===== config.mk =====
export PLATFORM = sky130hd
export DESIGN_NAME = double_ended_queue
export DESIGN_NICKNAME = d
export VERILOG_FILES = /design/src/sv/deq_pkg.sv /design/src/sv/deq_ram.sv /design/src/sv/double_ended_queue.sv
export SDC_FILE = /design/constraint.sdc
export NUM_CORES = 1
export LEC_CHECK = 0
export ABC_AREA = 1
export BUFFER_PORTS_ARGS = -buffer_cell sky130_fd_sc_hd__buf_2
export CAP_MARGIN = 40
export CORE_ASPECT_RATIO = 0.7
export CORE_MARGIN = 2
export CORE_UTILIZATION = 30
export DETAILED_ROUTE_END_ITERATION = 16
export PLACE_DENSITY = 0.58
export SLEW_MARGIN = 30
export SYNTH_ARGS = -nofsm -noshare
export SYNTH_HDL_FRONTEND = slang
export SYNTH_SLANG_ARGS = --single-unit
export TNS_END_PERCENT = 50

===== constraint.sdc =====
create_clock -name clk -period 3.6 [get_ports clk]
set_input_delay 0 -clock clk [delete_from_list [all_inputs] [get_ports clk]]
set_output_delay 0 -clock clk [all_outputs]
set_load 0.1 [all_outputs]

===== src/sv/deq_pkg.sv =====
// Types and codes shared by the double-ended queue modules.
package deq_pkg;

	localparam int unsigned WordW = 32;

	// Request codes carried on the action port.
	typedef enum logic [1:0] {
		ACT_PUSH_FRONT = 2'd0,
		ACT_PUSH_BACK  = 2'd1,
		ACT_POP_FRONT  = 2'd2,
		ACT_POP_BACK   = 2'd3
	} action_t;

	// Result codes carried on the status port.
	typedef enum logic [1:0] {
		ST_OK        = 2'd0,
		ST_POP_EMPTY = 2'd1,
		ST_PUSH_FULL = 2'd2
	} status_t;

endpackage


===== src/sv/deq_ram.sv =====
// Generic single-write, single-read RAM with a registered read port.
module deq_ram #(
	parameter int unsigned WIDTH = 32,
	parameter int unsigned DEPTH = 16,
	localparam int unsigned AddrW = (DEPTH > 1) ? $clog2(DEPTH) : 1
) (
	input  logic             clk,
	input  logic             we,
	input  logic [AddrW-1:0] wr_addr,
	input  logic [WIDTH-1:0] wr_data,
	input  logic             re,
	input  logic [AddrW-1:0] rd_addr,
	output logic [WIDTH-1:0] rd_data
);

	logic [WIDTH-1:0] mem [DEPTH];

	// Write port.
	always_ff @(posedge clk) begin
		if (we) begin
			mem[wr_addr] <= wr_data;
		end
	end

	// Registered read port.
	always_ff @(posedge clk) begin
		if (re) begin
			rd_data <= mem[rd_addr];
		end
	end

endmodule


===== src/sv/double_ended_queue.sv =====
// Top level of the double-ended queue of signed 32-bit words.
//
// Requests enter on the command channel: a transfer happens at a rising edge
// where start is high and busy is low. action selects push front, push back,
// pop front or pop back; push_value is the word to insert on a push.
// Every request yields exactly one result, shown for one cycle with done high:
// status, pop_value (zero unless a pop succeeded), is_empty and entry_count,
// all describing the queue after the request.
// done is raised in the cycle after the request transfer. The words live in a
// single RAM with one write and one registered read port; each request uses
// at most one of those ports, so a new request is taken every cycle and busy
// stays low. A pop reads the RAM in the request cycle and its data arrives
// with done; a push written in one cycle is visible to a pop in the next.
// A pop from an empty queue or a push into a full queue reports an error and
// leaves the queue unchanged.
// Reset clears the front pointer and the entry count; RAM contents are not
// cleared, since only written entries are ever read. The receiver cannot
// stall: each result must be taken in the cycle done is high.
module double_ended_queue #(
	parameter int unsigned DEPTH = 16,
	localparam int unsigned IdxW = $clog2(DEPTH),
	localparam int unsigned CntW = $clog2(DEPTH + 1)
) (
	input  logic                       clk,
	input  logic                       arst_n,
	input  logic                       start,
	output logic                       busy,
	input  logic [1:0]                 action,
	input  logic signed [deq_pkg::WordW-1:0] push_value,
	output logic                       done,
	output logic [1:0]                 status,
	output logic signed [deq_pkg::WordW-1:0] pop_value,
	output logic                       is_empty,
	output logic [CntW-1:0]            entry_count
);

	import deq_pkg::*;

	localparam logic [CntW:0]   DepthS   = (CntW + 1)'(DEPTH);
	localparam logic [CntW-1:0] DepthC   = CntW'(DEPTH);
	localparam logic [IdxW-1:0] LastIdx  = IdxW'(DEPTH - 1);

	logic [IdxW-1:0] front_q;
	logic [CntW-1:0] count_q;
	logic            done_q;
	logic            pop_ok_q;
	status_t         status_q;
	logic [CntW-1:0] count_out_q;

	logic            accept;
	action_t         act;
	logic            is_full;
	logic            is_none;
	logic [IdxW-1:0] front_dec;
	logic [IdxW-1:0] front_inc;
	logic [CntW:0]   back_sum;
	logic [CntW:0]   last_sum;
	logic [IdxW-1:0] back_slot;
	logic [IdxW-1:0] last_slot;
	logic [IdxW-1:0] front_nxt;
	logic [CntW-1:0] count_nxt;
	status_t         status_nxt;
	logic            ram_we;
	logic [IdxW-1:0] ram_wa;
	logic            ram_re;
	logic [IdxW-1:0] ram_ra;
	logic [WordW-1:0] ram_rd;

	// Every request completes in at most one RAM access, so requests are never held off.
	assign busy   = 1'b0;
	assign accept = start && !busy;
	assign act    = action_t'(action);

	// Ring slot arithmetic around the front pointer.
	always_comb begin
		is_full   = (count_q == DepthC);
		is_none   = (count_q == '0);
		front_dec = (front_q == '0) ? LastIdx : front_q - 1'b1;
		front_inc = (front_q == LastIdx) ? '0 : front_q + 1'b1;
		back_sum  = (CntW + 1)'(front_q) + (CntW + 1)'(count_q);
		last_sum  = back_sum - 1'b1;
		back_slot = (back_sum >= DepthS) ? IdxW'(back_sum - DepthS) : IdxW'(back_sum);
		last_slot = (last_sum >= DepthS) ? IdxW'(last_sum - DepthS) : IdxW'(last_sum);
	end

	// Decode the request into RAM accesses and the next pointer and count.
	always_comb begin
		front_nxt  = front_q;
		count_nxt  = count_q;
		status_nxt = ST_OK;
		ram_we     = 1'b0;
		ram_wa     = back_slot;
		ram_re     = 1'b0;
		ram_ra     = front_q;
		case (act)
			ACT_PUSH_FRONT: begin
				if (is_full) begin
					status_nxt = ST_PUSH_FULL;
				end else begin
					ram_we    = accept;
					ram_wa    = front_dec;
					front_nxt = front_dec;
					count_nxt = count_q + 1'b1;
				end
			end
			ACT_PUSH_BACK: begin
				if (is_full) begin
					status_nxt = ST_PUSH_FULL;
				end else begin
					ram_we    = accept;
					ram_wa    = back_slot;
					count_nxt = count_q + 1'b1;
				end
			end
			ACT_POP_FRONT: begin
				if (is_none) begin
					status_nxt = ST_POP_EMPTY;
				end else begin
					ram_re    = accept;
					ram_ra    = front_q;
					front_nxt = front_inc;
					count_nxt = count_q - 1'b1;
				end
			end
			ACT_POP_BACK: begin
				if (is_none) begin
					status_nxt = ST_POP_EMPTY;
				end else begin
					ram_re    = accept;
					ram_ra    = last_slot;
					count_nxt = count_q - 1'b1;
				end
			end
			default: begin
				status_nxt = ST_OK;
			end
		endcase
	end

	// Word storage.
	deq_ram #(
		.WIDTH(WordW),
		.DEPTH(DEPTH)
	) u_ram (
		.clk    (clk),
		.we     (ram_we),
		.wr_addr(ram_wa),
		.wr_data(push_value),
		.re     (ram_re),
		.rd_addr(ram_ra),
		.rd_data(ram_rd)
	);

	// Queue pointers and result control.
	always_ff @(posedge clk or negedge arst_n) begin
		if (!arst_n) begin
			front_q  <= '0;
			count_q  <= '0;
			done_q   <= 1'b0;
			pop_ok_q <= 1'b0;
		end else begin
			done_q   <= accept;
			pop_ok_q <= ram_re;
			if (accept) begin
				front_q <= front_nxt;
				count_q <= count_nxt;
			end
		end
	end

	// Result payload captured with the request transfer.
	always_ff @(posedge clk) begin
		if (accept) begin
			status_q    <= status_nxt;
			count_out_q <= count_nxt;
		end
	end

	// Result ports; popped data comes straight from the RAM read register.
	assign done        = done_q;
	assign status      = status_q;
	assign pop_value   = pop_ok_q ? ram_rd : '0;
	assign entry_count = count_out_q;
	assign is_empty    = (count_out_q == '0);

endmodule


# [Yosys cells after proc, flatten, opt, wreduce, memory -nomap -nowiden]
# Memory sizes are Yosys's and may differ from the RTL's. A register that Yosys moved wholly into a read port is not among the register bits.
# Cells that the tools add are included.
[word_totals] output_inout_bits=42 latchBits=0 mem_bits_rw=512 reg_bits=18 word_cells=56 n_memories=1 mem_bits_ro=0
[mem_list] name="u_ram.mem" depth=16 word_bits=32 rd=1 rd_clocked_by_memory_dff=1 write_ports=1 line_no="deq_ram.sv:16" rtl="logic [WIDTH-1:0] mem [DEPTH];"
[op_classes] n_eq_ne=7 n_addsub=8 div=0 n_shift=0 n_mux=24 bitwise_logic=0 multipliers=0 order_cmp=2 reduce_logical=8
[ops] op="4-bit 2-to-1 mux" count=10
[ops] op="32-bit 2-to-1 mux" count=1
[ops] op="6-bit by 5-bit >= comparator with 1-bit output (second input constant)" count=2
[ops] op="4-bit by 1-bit subtractor with 4-bit output (second input constant)" count=3
[ops] op="5-bit logical NOT" count=2
[ops] op="5-bit 2-to-1 mux" count=2
[ops] op="5-bit one-hot mux with 2 select lines" count=1
[ops] op="4-bit one-hot mux with 2 select lines" count=1
[ops] op="1-bit 2-to-1 mux" count=7
[ops] op="4-bit by 5-bit adder with 6-bit output" count=1
[ops] op="6-bit by 1-bit subtractor with 6-bit output (second input constant)" count=1
[ops] op="5-bit by 1-bit adder with 5-bit output (second input constant)" count=1
[ops] op="5-bit equality test (second input constant)" count=1
[ops] op="5-bit by 1-bit subtractor with 5-bit output (second input constant)" count=1
[ops] op="4-bit by 1-bit adder with 4-bit output (second input constant)" count=1
[ops] op="2-bit equality test (second input constant)" count=2
[ops] op="4-bit equality test (second input constant)" count=1
[ops] op="4-bit logical NOT" count=1
[ops] op="2-bit != test (second input constant)" count=2
[ops] op="2-bit one-hot mux with 2 select lines" count=1
[ops] op="4-bit AND reduction" count=1
[ops] op="2-bit OR reduction" count=2
[ops] op="2-bit by 1-bit equality test with 1-bit output (second input constant)" count=1
[ops] op="2-bit logical NOT" count=1
[ops] op="2 further kinds" count=2

# [Logic depth before layout (Yosys ltp)]
[depth] ltp_word=6 mapped_depth=14

# [Cells and area by module]
# A second synthesis with hierarchy kept.
[unflattened] hier_cells=2362 hier_area_um2=24663.7
[modules_own_cells] module="deq_ram" area_per_inst_um2=23050.9 cells_each=2120 n_inst=1
[modules_own_cells] module="double_ended_queue" area_per_inst_um2=1612.8 cells_each=242 n_inst=1

# [Worst setup path before layout]
# Ideal clock, no wire load.
[synth_path] path_kind="flip-flop to flip-flop" start="register front_q[0]" end="memory u_ram.mem[5][0] (enable)" synth_period_minus_slack_ns=3.371 setup_time_ns=0.421 required_ns=3.179 path_stages_with_launch=10 setup_slack_ns=0.229 arrival_time_ns=2.950 cell_sequence="dfrtp_1 -> ha_1 -> fa_1 -> inv_1 -> nand2_1 -> nand2_1 -> nand2_1 -> o21ai_0 -> nand2_1 -> nor2_1"
[synth_between] elab_chain_cells=5
[synth_rtl] item="start, declared" line_no="double_ended_queue.sv:43" rtl="logic [IdxW-1:0] front_q;"
[synth_rtl] item="start signal, assigned" line_no="double_ended_queue.sv:165" rtl="front_q <= front_nxt;"
[synth_rtl] item="4-bit by 5-bit adder with 6-bit output" line_no="double_ended_queue.sv:80" rtl="back_sum = (CntW + 1)'(front_q) + (CntW + 1)'(count_q);"
[synth_rtl] item="6-bit by 5-bit >= comparator with 1-bit output / 4-bit by 1-bit subtractor with 4-bit output (equally long branches)" line_no="double_ended_queue.sv:82" rtl="back_slot = (back_sum >= DepthS) ? IdxW'(back_sum - DepthS) : IdxW'(back_sum);"
[synth_rtl] item="4-bit 2-to-1 mux" line_no="double_ended_queue.sv:82"
[synth_rtl] item="4-bit 2-to-1 mux" line_no="double_ended_queue.sv:97" rtl="if (is_full) begin"
[synth_rtl] item="4-bit 2-to-1 mux *"
[synth_rtl] item="end, declared" line_no="deq_ram.sv:16"
# Mark *: on every way between the ends. The rest lies on a longest branch, timed or not.

# [Worst setup path after layout]
[layout_path] start="register front_q[0]" end="register u_ram.rd_data[10] (read register of u_ram.mem) (data pin)"
[layout_between] elab_chain_cells=6
[layout_rtl] item="4-bit by 5-bit adder with 6-bit output" line_no="double_ended_queue.sv:80"
[layout_rtl] item="6-bit by 1-bit subtractor with 6-bit output" line_no="double_ended_queue.sv:81" rtl="last_sum = back_sum - 1'b1;"
[layout_rtl] item="6-bit by 5-bit >= comparator with 1-bit output / 4-bit by 1-bit subtractor with 4-bit output (equally long branches)" line_no="double_ended_queue.sv:83" rtl="last_slot = (last_sum >= DepthS) ? IdxW'(last_sum - DepthS) : IdxW'(last_sum);"
[layout_rtl] item="4-bit 2-to-1 mux" line_no="double_ended_queue.sv:83"
[layout_rtl] item="4-bit 2-to-1 mux" line_no="double_ended_queue.sv:126" rtl="if (is_none) begin"
[layout_rtl] item="4-bit 2-to-1 mux *"
[layout_rtl] item="end, declared" line_no="deq_ram.sv:13" rtl="output logic [WIDTH-1:0] rd_data"
# Marked as above.
# A chain may end at the register's enable or synchronous reset.

==> impl_metrics.tcl <==
set metrics [dict create \
    status "completed" \
    die-width_um 350.5 \
    grt_pass1_vias 16240 \
    crit_type "reg -> reg" \
    cts_tree "built" \
    grt_pass1_wl_mm 105.5 \
    fillers 8298 \
    via_per_inst 4.596 \
    arrival_ns 3.47 \
    crit_path_cell_trace "ha_1 > fa_1 > inv_1 > ha_1 > xor2_1 > nand2_1 > o21ai_4 > buf_12 > nand3_1 > nand3_1 > nand2_1" \
    grtUsageTotal_pct 16.27 \
    cp-start-kind "register" \
    wl_mm 70.00 \
    min_path_type "in -> reg" \
    clock_skew_ns 0.01408 \
    num_vias 17020 \
    ir_drop_v 0.0006594 \
    syn_area_per_cell_um2 10.39 \
    fin_util_pct 35.27 \
    hpwlAfterDp_mm 38.03 \
    io_buffers 77 \
    finalWeightedCongestion 0.7942 \
    drc 0 \
    seq_area_frac_synth_pct 66.72 \
    maxCapViolations 0 \
    period_minus_slack_ns 3.093 \
    setup-tns-final_ns 0 \
    slew_viol_final 0 \
    maxSlewHeadroom_pct 46.29 \
    synth_area_um2 25210 \
    dieArea_um2 86410 \
    final_nets 2581 \
    pin_count 79 \
    fin_ws_ns 0.5071 \
    p_per_area_nw_per_um2 831.7 \
    clk_path_buf_depth 3 \
    endpoint_kind "register" \
    ctsHoldBuffers 37 \
    cts_inserted_buffers 53 \
    p_leak_nw 12.48 \
    drive_above_1_share_pct 9.620 \
    area_growth_pct 15.84 \
    final.period_utilization_pct 85.91 \
    die_y_um 246.5 \
    p_total_mw 24.29 \
    ys_types 33 \
    synthArstFlopShare_pct 1.957 \
    grt_max_degree 108 \
    wl_per_cell_um 18.90 \
    antenna_found_initial 5 \
    clk_pin_slew_worst_paths_ns 0.07 \
    clock-sinks 562 \
    drt_iter0_markers 1653 \
    grt_remaining_overflow 0 \
    synth_edf_count 551 \
    synth_nets 2474 \
    firstDrtPassIters 7 \
    yosys_warnings 0 \
    fmax_ghz 0.3233 \
    synth_seq_cells 562 \
    htree_levels 2 \
    clk_latency_ns 0.62 \
    reg2reg_slack_ns 0.51 \
    critPathMaxFanout 42 \
    antenna_cells 0 \
    cts_resized 0 \
    initial_core_util_pct 30.45 \
    final_hold_viol_count 0 \
    crit_path_top_delay_cell "fa_1" \
    coreArea_um2 82800 \
    netlist_instances 2427 \
    root_buffer "clkbuf_16" \
    grt_setup_unrepaired "no" \
    preCtsSetupSlack_ns 0.5364 \
    cpPeakStageDelay_ns 0.54 \
    ant_nets 0 \
    finalSetupViolations 0 \
    synthFlopType "edfxtp_1" \
    rows 88 \
    post-cts-setup-buffers 0 \
    tightest_slew_ns 0.8038 \
    required_ns 3.98 \
]
==> final timing paths <==
path	end	startpoint	cells past startpoint
setup / recovery	u_ram.rd_data[10]	front_q[0]	11
hold / removal	done	start	2
setup reg to reg	u_ram.rd_data[10]	front_q[0]	11
hold reg to reg	count_q[4]	count_q[4]	2
max in group asynchronous	pop_ok_q	arst_n	3
min in group asynchronous	count_q[0]	arst_n	3
==> final cells by class <==
cell class              instances  area (µm²)  area share (%)
clock inverters                32       230.2          0.7883
inverters                     567        2128           7.288
repair buffers                178        1524           5.218
multi-input cells            1172        5672           19.42
well taps                    1125        1408           4.820
clock buffers                  67        1420           4.863
flip-flops and latches        562       16820           57.60
==> placed cells by master (no fill, tap or decap), types with 2 or more instances in the layout <==
cell / count
edfxtp_1: 551
o21ai_4: 4
xnor2_1: 4
nor2_1: 7
o21ai_0: 18
dlygate4sd3_1: 37
bufinv_16: 2
inv_1: 566
o22ai_1: 4
nand2_1: 455
nor3_1: 3
clkbuf_1: 11
a21oi_1: 3
nand2_2: 2
nand2_4: 4
clkbuf_8: 2
nand3_4: 2
dfrtp_1: 10
clkinv_1: 17
buf_4: 41
xor2_1: 7
buf_12: 23
buf_2: 77
clkinv_2: 8
ha_1: 9
nor2_4: 18
clkbuf_16: 54
nand3_1: 623
==> report_power, final <==
part | switching [mW] | total [mW] | internal, mW
combinational | 7.34 | 10.2 | 2.91
clock | 2.48 | 5.42 | 2.94
sequential | 0.426 | 8.62 | 8.20
==> synthesized netlist by cell type, drive strengths merged, types with 3 or more instances <==
| cell | instances | area share (%) |
|---|---|---|
| nor3 | 3 | 0.060 |
| a21oi | 3 | 0.060 |
| clkbuf | 18 | 0.27 |
| nand3 | 626 | 12 |
| xor2 | 7 | 0.24 |
| ha | 9 | 0.45 |
| inv | 567 | 8.4 |
| o21ai | 22 | 0.53 |
| dfrtp | 11 | 1.1 |
| o22ai | 4 | 0.099 |
| xnor2 | 4 | 0.14 |
| nor2 | 26 | 0.45 |
| edfxtp | 551 | 66 |
| buf | 108 | 2.8 |
| nand2 | 461 | 7.0 |
==> cells by family (layout without fill, tap and decap cells) <==
logic type               count (synthesis)  in the layout  share of synthesized area [%]
AO/OA/AOI/OAI                           32             32                         0.7693
XOR/XNOR                                11             11                         0.3821
adder cells (fa/ha/maj)                 10             10                         0.5261
buffers and inverters                  693            844                          11.55
flip-flops                             562            562                          66.72
multiplexers                             1              1                        0.04466
other                                    1              1                        0.01487
AND/OR/NAND/NOR                       1117           1117                          19.99
==> worst max-delay path: cells and delay by family, from the launching register on <==
| family | cells | cell delay, ns |
|---|---|---|
| AND/OR/NAND/NOR | 4 | 0.43 |
| XOR/XNOR | 1 | 0.28 |
| AO/OA/AOI/OAI | 1 | 0.24 |
| flip-flops | 1 | 0.47 |
| buffers and inverters | 2 | 0.41 |
| adder cells (fa/ha/maj) | 3 | 1.00 |
==> routing by layer <==
layer  up-vias  global-route usage [%]  wire (µm)
li1       8118                       -          -
met5         -                       0         66
met4        10                   3.143        884
met1      8269                   23.93      33150
met3        78                   2.771       4801
met2       543                   25.20      31100
==> flip-flops by register name (all words and copies together) (netlist names) <==
register,flops
count_q,5
done,1
entry_count,5
front_q,4
pop_ok_q,1
status,2
u_ram.mem,512
u_ram.rd_data,32
==> through the flow <==
stage          std cells  instance area [µm²]  hold slack [ns]
3_3_place_gp        3567                27180         -0.09177
6_report            3703                29200           0.2479
5_1_grt             3703                29200           0.2774
4_1_cts             3703                29200           0.2319
2_1_floorplan       2427                25210          -0.2956
3_5_place_dp        3567                27180         -0.09726
(Power assumes the default switching activity.)
